==> config.mk <==
export PLATFORM = sky130hd
export DESIGN_NAME = keypad_frequency_ramp_controller_core
export DESIGN_NICKNAME = d
export VERILOG_FILES = /design/src/rtl/core/kfrc_pkg.sv /design/src/rtl/core/kfrc_step.sv /design/src/rtl/core/keypad_frequency_ramp_controller_core.sv
export SDC_FILE = /design/constraint.sdc
export NUM_CORES = 1
export LEC_CHECK = 0
export CAP_MARGIN = 5
export CORE_MARGIN = 2
export CORE_UTILIZATION = 35
export DETAILED_ROUTE_END_ITERATION = 10
export DONT_BUFFER_PORTS = 1
export PLACE_DENSITY_LB_ADDON = 0.08
export SYNTH_ARGS = -nofsm -noshare
export SYNTH_HDL_FRONTEND = slang
export SYNTH_SLANG_ARGS = --single-unit
==> constraint.sdc <==
create_clock -name clk -period 4.45 [get_ports clk]
set_clock_uncertainty 0.1 [all_clocks]
set_input_delay 0 -clock clk [delete_from_list [all_inputs] [get_ports clk]]
set_output_delay 0 -clock clk [all_outputs]
set_load 0.02 [all_outputs]
==> src/rtl/core/kfrc_pkg.sv <==
// Package for the keypad frequency ramp controller.
// Holds the mode, key, status, LED and register index codes shared by the core files.
// No dependencies.
`default_nettype none

package kfrc_pkg;

  // Default frequency width and reset setpoint.
  localparam int FREQ_BITS_DEF  = 8;
  localparam int SETPOINT_RESET = 60;

  // Input stream field widths and the padded tdata width.
  localparam int KEY_BITS    = 3;
  localparam int STATUS_BITS = 2;
  localparam int IN_FIELDS_W = 3 * KEY_BITS + STATUS_BITS + 1;
  localparam int IN_DATA_W   = ((IN_FIELDS_W + 7) / 8) * 8;

  // Configuration register width and defaults.
  localparam int CFG_DATA_W = 8;
  localparam logic [CFG_DATA_W-1:0] FREQ_CEIL_RESET  = 8'd90;
  localparam logic [CFG_DATA_W-1:0] FREQ_FLOOR_RESET = 8'd1;

  // Configuration register indexes.
  typedef enum logic {
    CFG_FREQ_CEIL  = 1'b0,
    CFG_FREQ_FLOOR = 1'b1
  } cfg_index_t;

  // Controller modes.
  typedef enum logic [1:0] {
    MODE_NORMAL = 2'd0,
    MODE_CONFIG = 2'd1,
    MODE_UPDATE = 2'd2
  } mode_t;

  // Key codes.
  localparam logic [KEY_BITS-1:0] KEY_NONE   = 3'd0;
  localparam logic [KEY_BITS-1:0] KEY_ONE    = 3'd1;
  localparam logic [KEY_BITS-1:0] KEY_TWO    = 3'd2;
  localparam logic [KEY_BITS-1:0] KEY_MENU   = 3'd3;
  localparam logic [KEY_BITS-1:0] KEY_SMOOTH = 3'd4;

  // Motor status codes.
  localparam logic [STATUS_BITS-1:0] ST_INITIAL  = 2'd0;
  localparam logic [STATUS_BITS-1:0] ST_STARTED  = 2'd1;
  localparam logic [STATUS_BITS-1:0] ST_STOPPED  = 2'd2;
  localparam logic [STATUS_BITS-1:0] ST_UPDATING = 2'd3;

  // Status LED codes.
  typedef enum logic [1:0] {
    LED_NONE  = 2'd0,
    LED_RED   = 2'd1,
    LED_GREEN = 2'd2,
    LED_BLUE  = 2'd3
  } led_t;

  // Per-transfer command and flag group produced by the step logic.
  typedef struct packed {
    logic changed;
    logic start;
    logic stop;
    led_t led;
  } step_flags_t;

endpackage

`default_nettype wire

==> src/rtl/core/kfrc_step.sv <==
// Next-state and result logic of the keypad frequency ramp controller.
// Purely combinational; depends on kfrc_pkg.
`default_nettype none

module kfrc_step #(
  parameter int FREQ_BITS = kfrc_pkg::FREQ_BITS_DEF
) (
  input  kfrc_pkg::mode_t                         mode,
  input  logic [FREQ_BITS-1:0]                    setpoint,
  input  logic [FREQ_BITS-1:0]                    actual,
  input  logic                                    smooth,
  input  logic [kfrc_pkg::STATUS_BITS-1:0]        status,
  input  logic [kfrc_pkg::CFG_DATA_W-1:0]         freq_ceil,
  input  logic [kfrc_pkg::CFG_DATA_W-1:0]         freq_floor,
  input  logic [kfrc_pkg::KEY_BITS-1:0]           key_press,
  input  logic [kfrc_pkg::KEY_BITS-1:0]           key_repeat,
  input  logic [kfrc_pkg::KEY_BITS-1:0]           key_raw,
  input  logic [kfrc_pkg::STATUS_BITS-1:0]        status_in,
  input  logic                                    ramp_tick,
  output kfrc_pkg::mode_t                         mode_nxt,
  output logic [FREQ_BITS-1:0]                    setpoint_nxt,
  output logic [FREQ_BITS-1:0]                    actual_nxt,
  output logic                                    smooth_nxt,
  output logic [kfrc_pkg::STATUS_BITS-1:0]        status_nxt,
  output kfrc_pkg::step_flags_t                   flags
);
  import kfrc_pkg::*;

  // Compare width covers both the bounds and a setpoint plus one.
  localparam int CW = FREQ_BITS + 2;

  // Clamp a value to the bounds; the upper test wins when bounds are crossed.
  function automatic logic [FREQ_BITS-1:0] clamp(input logic [CW-1:0] v,
                                                 input logic [CW-1:0] ub,
                                                 input logic [CW-1:0] lb);
    logic [CW-1:0] r;
    begin
      if (v > ub) begin
        r = ub;
      end else if (v < lb) begin
        r = lb;
      end else begin
        r = v;
      end
      clamp = r[FREQ_BITS-1:0];
    end
  endfunction

  logic [CW-1:0] ub_w;
  logic [CW-1:0] lb_w;
  logic [CW-1:0] sp_w;
  logic [FREQ_BITS-1:0] ramped;

  assign ub_w = CW'(freq_ceil);
  assign lb_w = CW'(freq_floor);
  assign sp_w = CW'(setpoint);

  // One step toward the setpoint; never wraps since actual differs from it.
  assign ramped = (actual < setpoint) ? actual + FREQ_BITS'(1) : actual - FREQ_BITS'(1);

  always_comb begin
    mode_nxt     = mode;
    setpoint_nxt = setpoint;
    actual_nxt   = actual;
    smooth_nxt   = smooth;
    status_nxt   = status;
    flags        = '{changed: 1'b0, start: 1'b0, stop: 1'b0, led: LED_NONE};

    case (mode)
      // Configuring: exit key and setpoint stepping are independent.
      MODE_CONFIG: begin
        if (key_press == KEY_MENU) begin
          mode_nxt = MODE_NORMAL;
        end
        if (key_repeat == KEY_ONE) begin
          setpoint_nxt = clamp(sp_w + CW'(1), ub_w, lb_w);
        end else if (key_repeat == KEY_TWO) begin
          if (setpoint == '0) begin
            setpoint_nxt = clamp(lb_w, ub_w, lb_w);
          end else begin
            setpoint_nxt = clamp(sp_w - CW'(1), ub_w, lb_w);
          end
        end
      end

      // Updating: jump or ramp toward the setpoint, with raw stop abort.
      MODE_UPDATE: begin
        if (!smooth) begin
          actual_nxt    = setpoint;
          flags.changed = 1'b1;
          mode_nxt      = MODE_NORMAL;
        end else if (actual == setpoint) begin
          mode_nxt = MODE_NORMAL;
        end else if (key_raw == KEY_TWO) begin
          flags.stop    = 1'b1;
          actual_nxt    = '0;
          flags.changed = 1'b1;
          mode_nxt      = MODE_NORMAL;
        end else if (ramp_tick) begin
          actual_nxt    = ramped;
          flags.changed = 1'b1;
          if (ramped == setpoint) begin
            mode_nxt = MODE_NORMAL;
          end
        end
      end

      // Normal mode, and any code without meaning behaves the same way.
      default: begin
        mode_nxt = MODE_NORMAL;
        if (status_in != status) begin
          status_nxt = status_in;
          if (status_in == ST_STARTED) begin
            flags.led = LED_RED;
          end else if (status_in == ST_STOPPED) begin
            flags.led = LED_GREEN;
          end
        end
        case (key_press)
          KEY_ONE: begin
            flags.start = 1'b1;
            status_nxt  = ST_UPDATING;
            mode_nxt    = MODE_UPDATE;
            flags.led   = LED_BLUE;
          end
          KEY_TWO: begin
            flags.stop    = 1'b1;
            actual_nxt    = '0;
            flags.changed = 1'b1;
          end
          KEY_MENU: begin
            mode_nxt = MODE_CONFIG;
          end
          KEY_SMOOTH: begin
            smooth_nxt = ~smooth;
          end
          default: begin
          end
        endcase
      end
    endcase
  end

endmodule

`default_nettype wire

==> src/rtl/core/keypad_frequency_ramp_controller_core.sv <==
// Top level of the keypad frequency ramp controller core.
// Holds the state, configuration and result registers; uses kfrc_pkg and kfrc_step.
//
// Usage:
//   Each transfer on the in_ channel is one keypad scan (keys, motor status,
//   ramp tick). For each one the block returns exactly one result transfer on
//   the out_ channel with the mode, setpoint, actual frequency, command pulses,
//   LED color and remembered motor status after that scan.
//   The result is registered: it sits in the output register on the cycle
//   after the input transfer. Throughput is one scan per cycle while the
//   receiver takes each result; the step logic reads the state registers and
//   writes them back on the same edge that loads the output register.
//   When the receiver stalls, the held result stays stable and in_tready drops
//   until it is taken; in_tready is high whenever the output register is empty
//   or being emptied in the same cycle.
//   Reset (rst_n low, synchronous) empties the output register and puts the
//   controller in normal mode with setpoint 60, frequency 0, smoothing on,
//   status initial, upper bound 90 and lower bound 1.
//   The cfg_ port writes a bound with no wait and no read-back.
`default_nettype none

module keypad_frequency_ramp_controller_core #(
  parameter int FREQ_BITS = kfrc_pkg::FREQ_BITS_DEF,
  localparam int OUT_FIELDS_W = 2 * FREQ_BITS + 10,
  localparam int OUT_DATA_W   = ((OUT_FIELDS_W + 7) / 8) * 8
) (
  input  logic                               clk,
  input  logic                               rst_n,
  // Configuration write port.
  input  logic                               cfg_wr_en,
  input  logic                               cfg_index,
  input  logic [kfrc_pkg::CFG_DATA_W-1:0]    cfg_wdata,
  // Input stream.
  input  logic                               in_tvalid,
  output logic                               in_tready,
  // in_tdata from bit 0: key_press[3], key_repeat[3], key_raw[3],
  // motor_status_in[2], ramp_tick[1], zero fill.
  input  logic [kfrc_pkg::IN_DATA_W-1:0]     in_tdata,
  // Result stream.
  output logic                               out_tvalid,
  input  logic                               out_tready,
  // out_tdata from bit 0: mode_out[2], setpoint_out[FREQ_BITS],
  // frequency_out[FREQ_BITS], frequency_changed, start_cmd, stop_cmd,
  // smooth_flag, led_color[2], motor_status_out[2], zero fill.
  output logic [OUT_DATA_W-1:0]              out_tdata
);
  import kfrc_pkg::*;

  localparam int PAD_W = OUT_DATA_W - OUT_FIELDS_W;

  // State and configuration registers.
  mode_t                   mode_r;
  logic [FREQ_BITS-1:0]    setpoint_r;
  logic [FREQ_BITS-1:0]    actual_r;
  logic                    smooth_r;
  logic [STATUS_BITS-1:0]  status_r;
  logic [CFG_DATA_W-1:0]   freq_ceil_r;
  logic [CFG_DATA_W-1:0]   freq_floor_r;

  // Output register.
  logic                    out_valid_r;
  logic [OUT_DATA_W-1:0]   out_data_r;

  // Step results.
  mode_t                   mode_nxt;
  logic [FREQ_BITS-1:0]    setpoint_nxt;
  logic [FREQ_BITS-1:0]    actual_nxt;
  logic                    smooth_nxt;
  logic [STATUS_BITS-1:0]  status_nxt;
  step_flags_t             flags;
  logic                    in_xfer;

  assign in_tready  = !out_valid_r || out_tready;
  assign in_xfer    = in_tvalid && in_tready;
  assign out_tvalid = out_valid_r;
  assign out_tdata  = out_data_r;

  kfrc_step #(
    .FREQ_BITS (FREQ_BITS)
  ) u_step (
    .mode         (mode_r),
    .setpoint     (setpoint_r),
    .actual       (actual_r),
    .smooth       (smooth_r),
    .status       (status_r),
    .freq_ceil    (freq_ceil_r),
    .freq_floor   (freq_floor_r),
    .key_press    (in_tdata[2:0]),
    .key_repeat   (in_tdata[5:3]),
    .key_raw      (in_tdata[8:6]),
    .status_in    (in_tdata[10:9]),
    .ramp_tick    (in_tdata[11]),
    .mode_nxt     (mode_nxt),
    .setpoint_nxt (setpoint_nxt),
    .actual_nxt   (actual_nxt),
    .smooth_nxt   (smooth_nxt),
    .status_nxt   (status_nxt),
    .flags        (flags)
  );

  // Configuration writes.
  always_ff @(posedge clk) begin
    if (!rst_n) begin
      freq_ceil_r  <= FREQ_CEIL_RESET;
      freq_floor_r <= FREQ_FLOOR_RESET;
    end else if (cfg_wr_en) begin
      case (cfg_index_t'(cfg_index))
        CFG_FREQ_CEIL:  freq_ceil_r  <= cfg_wdata;
        CFG_FREQ_FLOOR: freq_floor_r <= cfg_wdata;
        default: begin
        end
      endcase
    end
  end

  // Controller state advances once per accepted scan.
  always_ff @(posedge clk) begin
    if (!rst_n) begin
      mode_r     <= MODE_NORMAL;
      setpoint_r <= FREQ_BITS'(SETPOINT_RESET);
      actual_r   <= '0;
      smooth_r   <= 1'b1;
      status_r   <= ST_INITIAL;
    end else if (in_xfer) begin
      mode_r     <= mode_nxt;
      setpoint_r <= setpoint_nxt;
      actual_r   <= actual_nxt;
      smooth_r   <= smooth_nxt;
      status_r   <= status_nxt;
    end
  end

  // Result valid flag: set by an input transfer, cleared when taken.
  always_ff @(posedge clk) begin
    if (!rst_n) begin
      out_valid_r <= 1'b0;
    end else if (in_xfer) begin
      out_valid_r <= 1'b1;
    end else if (out_tready) begin
      out_valid_r <= 1'b0;
    end
  end

  // Result payload, packed from the lowest field up.
  always_ff @(posedge clk) begin
    if (in_xfer) begin
      out_data_r <= {{PAD_W{1'b0}}, status_nxt, flags.led, smooth_nxt, flags.stop,
                     flags.start, flags.changed, actual_nxt, setpoint_nxt, mode_nxt};
    end
  end

endmodule

`default_nettype wire
==> impl_metrics.toml, run 1 <==
[setup_path]
crit_top_cell = "ha_1"
worstPathCellList = "inv_1 -> ha_1 -> xor2_1 -> ha_1 -> and2_1 -> a311o_1 -> a21oi_4 -> mux2i_1 -> o31ai_1 -> a221oi_1 -> a222oi_1"
crit_family = "compound AO/OA/AOI/OAI gates"
startpoint_type = "flip-flop"
cp.arrival_ns = 4.18
max_stage_delay_ns = 0.61
cp-end-kind = "flip-flop"
timing.critical_path.slowest_stage_cell = "dfxtp_1"
critPathBufInv = 1
worstPathRequired_ns = 4.38
crit_type = "flip-flop to flip-flop"
path_max_fanout = 11

[logic_synthesis]
yosys-top-cells-area = "edfxtp_1, dfxtp_1, ha_1, a21oi_1, nand2_1"
synth_area_um2 = 5300
synth_warnings = 0
synth_top_area_frac = 0.147
synth_top_cell_by_area = "edfxtp_1"
synth_seq_cells = 64
yosysUniqueCellTypes = 68
seq_area_frac_synth = 0.291
synth_cells = 661
synthArstFlopShare = 0
synth_top_flop_cell = "dfxtp_1"
synth_commonest_cells = "nand2_1, a21oi_1, ha_1, nor2_1, dfxtp_1"
synth_edf_count = 26
synth_area_per_cell_um2 = 8.01
synth_most_common_cell = "nand2_1"

[pwr]
ir_worst_vdd_v = 0.000225
power.share.combinational = 0.163
p_int_mw = 1.23
power.switching_mw = 0.460
clkPwrFrac = 0.437
switching_share = 0.272
power_frac_seq = 0.400
power_density_nw_per_um2 = 270
leakage_nw = 2.46

[timing]
fmax_mhz = 235
hold_violations = 0
rsz0062_at_grt = "no"
setup_slack_ns = 0.195
fin_tns_setup_ns = 0
slew_headroom = 0.373
worstMarginPinSlew_ns = 0.934
layout_min_cycle_time_ns = 4.25
setup_viol = 0
period_share = 0.956
timing.final.max_slew_violations = 0

[outcome]
status = "completed"

[global_route]
grt_pass1_vias = 5007
grt_pass1_wl_mm = 28.1
track_usage = 0.227
gr-total-overflow = 0
grt_max_degree = 39
antenna_found_initial = 0

[placement]
numPortBuffers = 0
place_ws_ns = 0.436
place_hpwl_mm = 13.4
place_congestion = 0.944

[floorplanning]
initial_utilization = 0.362
die_h_um = 127
num_rows = 44
die_area_um2 = 16100
core_um2 = 14600
ios = 64
fp.dieW_um = 127

[cts]
cts_tree = "built"
clock_path_buffers = 2
clkSinkCount = 64
cts-root-buf = "clkbuf_16"
cts_setup_buffers = 0
clock_latency_ns = 0.34
numCtsBuffers = 9
ctsHtreeMaxLevel = 3
clkTransAtPathRegs_ns = 0.05

[layout]
nFillCells = 1457
area_growth_pct = 18.2
nNetsFinal = 791
antenna_cells = 0
drive_above_1_share = 0.0860

[drt]
via_count = 5183
wirelength_mm = 17.9
wl_per_cell_um = 20.0
drtPass1Iterations = 5
viasPerCell = 5.80
detail-route-antenna-nets = 0
drtIter0Drc = 397
drc = 0

[worst_hold_path]
hold_class = "primary input to flip-flop"

[run]
drv_cap = 0
[per-layer routing]
layer | routed length, um | global-route usage | part of all wire | up-vias
met5 | 0 | 0 | 0 | -
met4 | 310 | 0.0627 | 0.017 | 0
met3 | 1190 | 0.0544 | 0.067 | 22
met1 | 8600 | 0.323 | 0.48 | 2464
met2 | 7770 | 0.343 | 0.43 | 185
li1 | - | - | - | 2512
[flip-flops by register name, summed over array words and instances, names as in the netlist]
signal,cells
setpoint_r,8
actual_r,8
freq_ceil_r,8
out_tvalid,1
freq_floor_r,8
smooth_r,1
out_tdata,26
status_r,2
mode_r,2
[power groups by stage]
stage	Clock (mW)	Combinational, mW	Sequential, mW
5_1_grt	0.784	0.303	0.679
3_3_place_gp	0	0.234	0.688
4_1_cts	0.758	0.271	0.676
6_report	0.739	0.276	0.676
3_5_place_dp	0	0.238	0.688
2_1_floorplan	0	0.182	0.678
[final timing paths]
kind / startpoint / to / slack, ns / depth (start not counted)
setup / recovery: setpoint_r[0] / out_tdata[9] / 0.20 / 11
hold / removal: in_tdata[1] / out_tdata[19] / 0.02 / 2
setup reg to reg: setpoint_r[0] / out_tdata[9] / 0.20 / 11
hold reg to reg: actual_r[0] / actual_r[0] / 0.40 / 2
[logic make-up (layout without fill, tap and decap cells)]
family	Yosys count	in the layout	share of synthesized area
and+or+nand+nor	243	243	0.224
AOI/OAI and AO/OA	193	193	0.239
buffers and inverters	75	118	0.0588
DFF	64	64	0.291
adders and majority gates	56	56	0.134
xor gates and xnor gates	22	22	0.0390
muxes	7	7	0.0135
other	1	6	0.000708
[per-stage QoR]
stage	cell area (um2)	cells	hold slack [ns]	util	power (mW)
4_1_cts	6260	893	0.00420	0.427	1.70
5_1_grt	6260	893	0.0406	0.427	1.77
3_5_place_dp	5580	840	-0.0162	0.381	0.926
2_1_floorplan	5320	666	0.0295	-	0.860
3_3_place_gp	5580	840	-0.0185	0.381	0.922
6_report	6260	893	0.0247	0.427	1.69
[cells in the final DEF, fill, tap and decap left out, drive strengths merged, types with 12 or more instances in the layout]
cell	netlist	layout
xnor2	17	17
o21ai	30	30
a21oi	72	72
nor3	15	15
ha	55	55
nor2	55	55
nand2	79	79
nand3	29	29
edfxtp	26	26
buf	11	26
o31ai	12	12
dfxtp	38	38
nand4	14	14
dlygate4sd3	0	38
inv	36	36
[repair_timing]
action | CTS | global route
endpoints found under the hold margin | 40 | 0
gates resized for setup | 0 | 0
hold buffers | 38 | 0
[final cells by class]
class / count / area [um2] / share of cell area
multi-input cells: 527 / 3460 / 0.553
flip-flops and latches: 64 / 1540 / 0.246
repair buffers: 64 / 576 / 0.0919
clock buffers: 11 / 233 / 0.0372
well taps: 184 / 230 / 0.0368
inverters: 39 / 146 / 0.0234
clock inverters: 4 / 70.1 / 0.0112
Note: power is estimated with default switching activity, not from simulation.
==> run 2: changes to the inputs <==
- PLACE_DENSITY: unset -> 0.55
- PLACE_DENSITY_LB_ADDON: 0.08 -> unset
==> impl_metrics.toml, run 2 (synthesis results as in run 1) <==
[setup_path]
worstPathRequired_ns = 4.44
path_max_fanout = 7
crit_type = "flip-flop to flip-flop"
cp.arrival_ns = 4.01
startpoint_type = "flip-flop"
r2r_start = "setpoint_r[2]"
ff2ff_path_depth = 16
crit_start = "setpoint_r[2]"
cp-end-kind = "flip-flop"
timing.critical_path.slowest_stage_cell = "nor4_1"
max_stage_delay_ns = 0.41
endpoint = "out_tdata[1]"
worstPathCellList = "inv_1 -> ha_1 -> o21ai_0 -> a21oi_1 -> nor2_1 -> nor2_1 -> or2_2 -> ha_1 -> xnor2_1 -> nor3_1 -> a2111oi_1 -> nand4_1 -> nor4_1 -> nand4_1 -> nand3_1 -> nand2_1"
r2r_end = "out_tdata[1]"
r2r_slack_ns = 0.42

[timing]
hold_violations = 0
worstMarginPinSlew_ns = 0.897
fmax_mhz = 248
slew_headroom = 0.398
setup_viol = 0
rsz0062_at_grt = "no"
timing.final.max_slew_violations = 0
fin_tns_setup_ns = 0
layout_min_cycle_time_ns = 4.03
period_share = 0.905

[global_route]
grt_pass1_vias = 4975
grt_pass1_wl_mm = 26.7
grt_max_degree = 39
gr-total-overflow = 0
antenna_found_initial = 0
track_usage = 0.213

[drt]
detail-route-antenna-nets = 0
via_count = 5199
drc = 0
drtPass1Iterations = 5
wl_per_cell_um = 19.1
wirelength_mm = 17.0
viasPerCell = 5.84
drtIter0Drc = 423

[layout]
largest_reg_flops = 26
nNetsFinal = 788
design_area_um2 = 6260
final_common_cell = "nand2_1"
area_growth_pct = 18.1
antenna_cells = 0
layout_common_cells = "nand2_1, a21oi_1, nor2_1, ha_1"
drive_above_1_share = 0.0835

[run]
drv_cap = 0

[worst_hold_path]
hold_class = "primary input to flip-flop"

[cts]
clock_path_buffers = 2
cts_tree = "built"
clkSinkCount = 64
cts_setup_buffers = 0
ctsHtreeMaxLevel = 3
numCtsBuffers = 9
cts-root-buf = "clkbuf_16"
clock_latency_ns = 0.34
clkTransAtPathRegs_ns = 0.06

[outcome]
status = "completed"

[floorplanning]
die_h_um = 127
num_rows = 44
fp.dieW_um = 127
die_area_um2 = 16100
initial_utilization = 0.362
core_um2 = 14600
ios = 64

[placement]
place_hpwl_mm = 12.7
numPortBuffers = 0
dpl_cell_area_um2 = 5550
place_congestion = 0.943

[pwr]
ir_worst_vdd_v = 0.000186
leakage_nw = 2.45
power_density_nw_per_um2 = 276
[run 2: worst min path at each step]
stage / start / endpoint / slack, ns / depth (start not counted)
after floorplan: in_tvalid / out_tvalid / 0.03 / 2
after global placement: rst_n / freq_floor_r[0] / -0.02 / 1
after detailed placement: rst_n / freq_floor_r[0] / -0.01 / 1
after CTS: in_tdata[1] / out_tdata[19] / 0.02 / 2
after global routing: in_tdata[1] / out_tdata[19] / 0.07 / 2
final: in_tdata[1] / out_tdata[19] / 0.03 / 2
[run 2: worst max-delay path: cells and delay by family, from the launching register on]
kind / cells / cell delay, ns
AOI/OAI and AO/OA: 3 / 0.62
xor gates and xnor gates: 1 / 0.22
DFF: 1 / 0.32
and+or+nand+nor: 9 / 1.67
adders and majority gates: 2 / 0.72
buffers and inverters: 1 / 0.12
[run 2: report_power, final]
part | internal (mW) | switching, mW | leakage [nW]
sequential | 0.638 | 0.0399 | 0.560
clock | 0.505 | 0.270 | 0.153
combinational | 0.108 | 0.164 | 1.73
total | 1.25 | 0.474 | 2.45
[run 2: area by class of cell]
cell class,count,area (um2)
well taps,184,230
fillers,1459,8390
multi-input cells,527,3460
flip-flops and latches,64,1540
inverters,39,146
clock inverters,5,80.1
repair buffers,61,553
clock buffers,11,243
[run 2: what timing repair did]
item,CTS,global route
setup endpoints to repair,0,2
resized for setup,0,1
endpoints found under the hold margin,35,0
hold buffers,38,0
[run 2: layer usage]
metal | track usage | routed length (um) | up-vias
met3 | 0.0465 | 922 | 26
met4 | 0.0685 | 347 | 0
met2 | 0.333 | 7680 | 157
met5 | 0 | 0 | -
met1 | 0.295 | 8100 | 2514
li1 | - | - | 2502
[run 2: through the flow]
stage                     total power [mW]  hold WS, ns  std cells  utilization  setup slack, ns
after floorplan                      0.860       0.0295        666            -            0.663
after global placement               0.918      -0.0199        837        0.379            0.541
after detailed placement             0.925      -0.0148        837        0.379            0.495
after CTS                             1.73       0.0225        891        0.427            0.478
after global routing                  1.79       0.0665        891        0.427           0.0107
final                                 1.72       0.0280        891        0.427            0.423
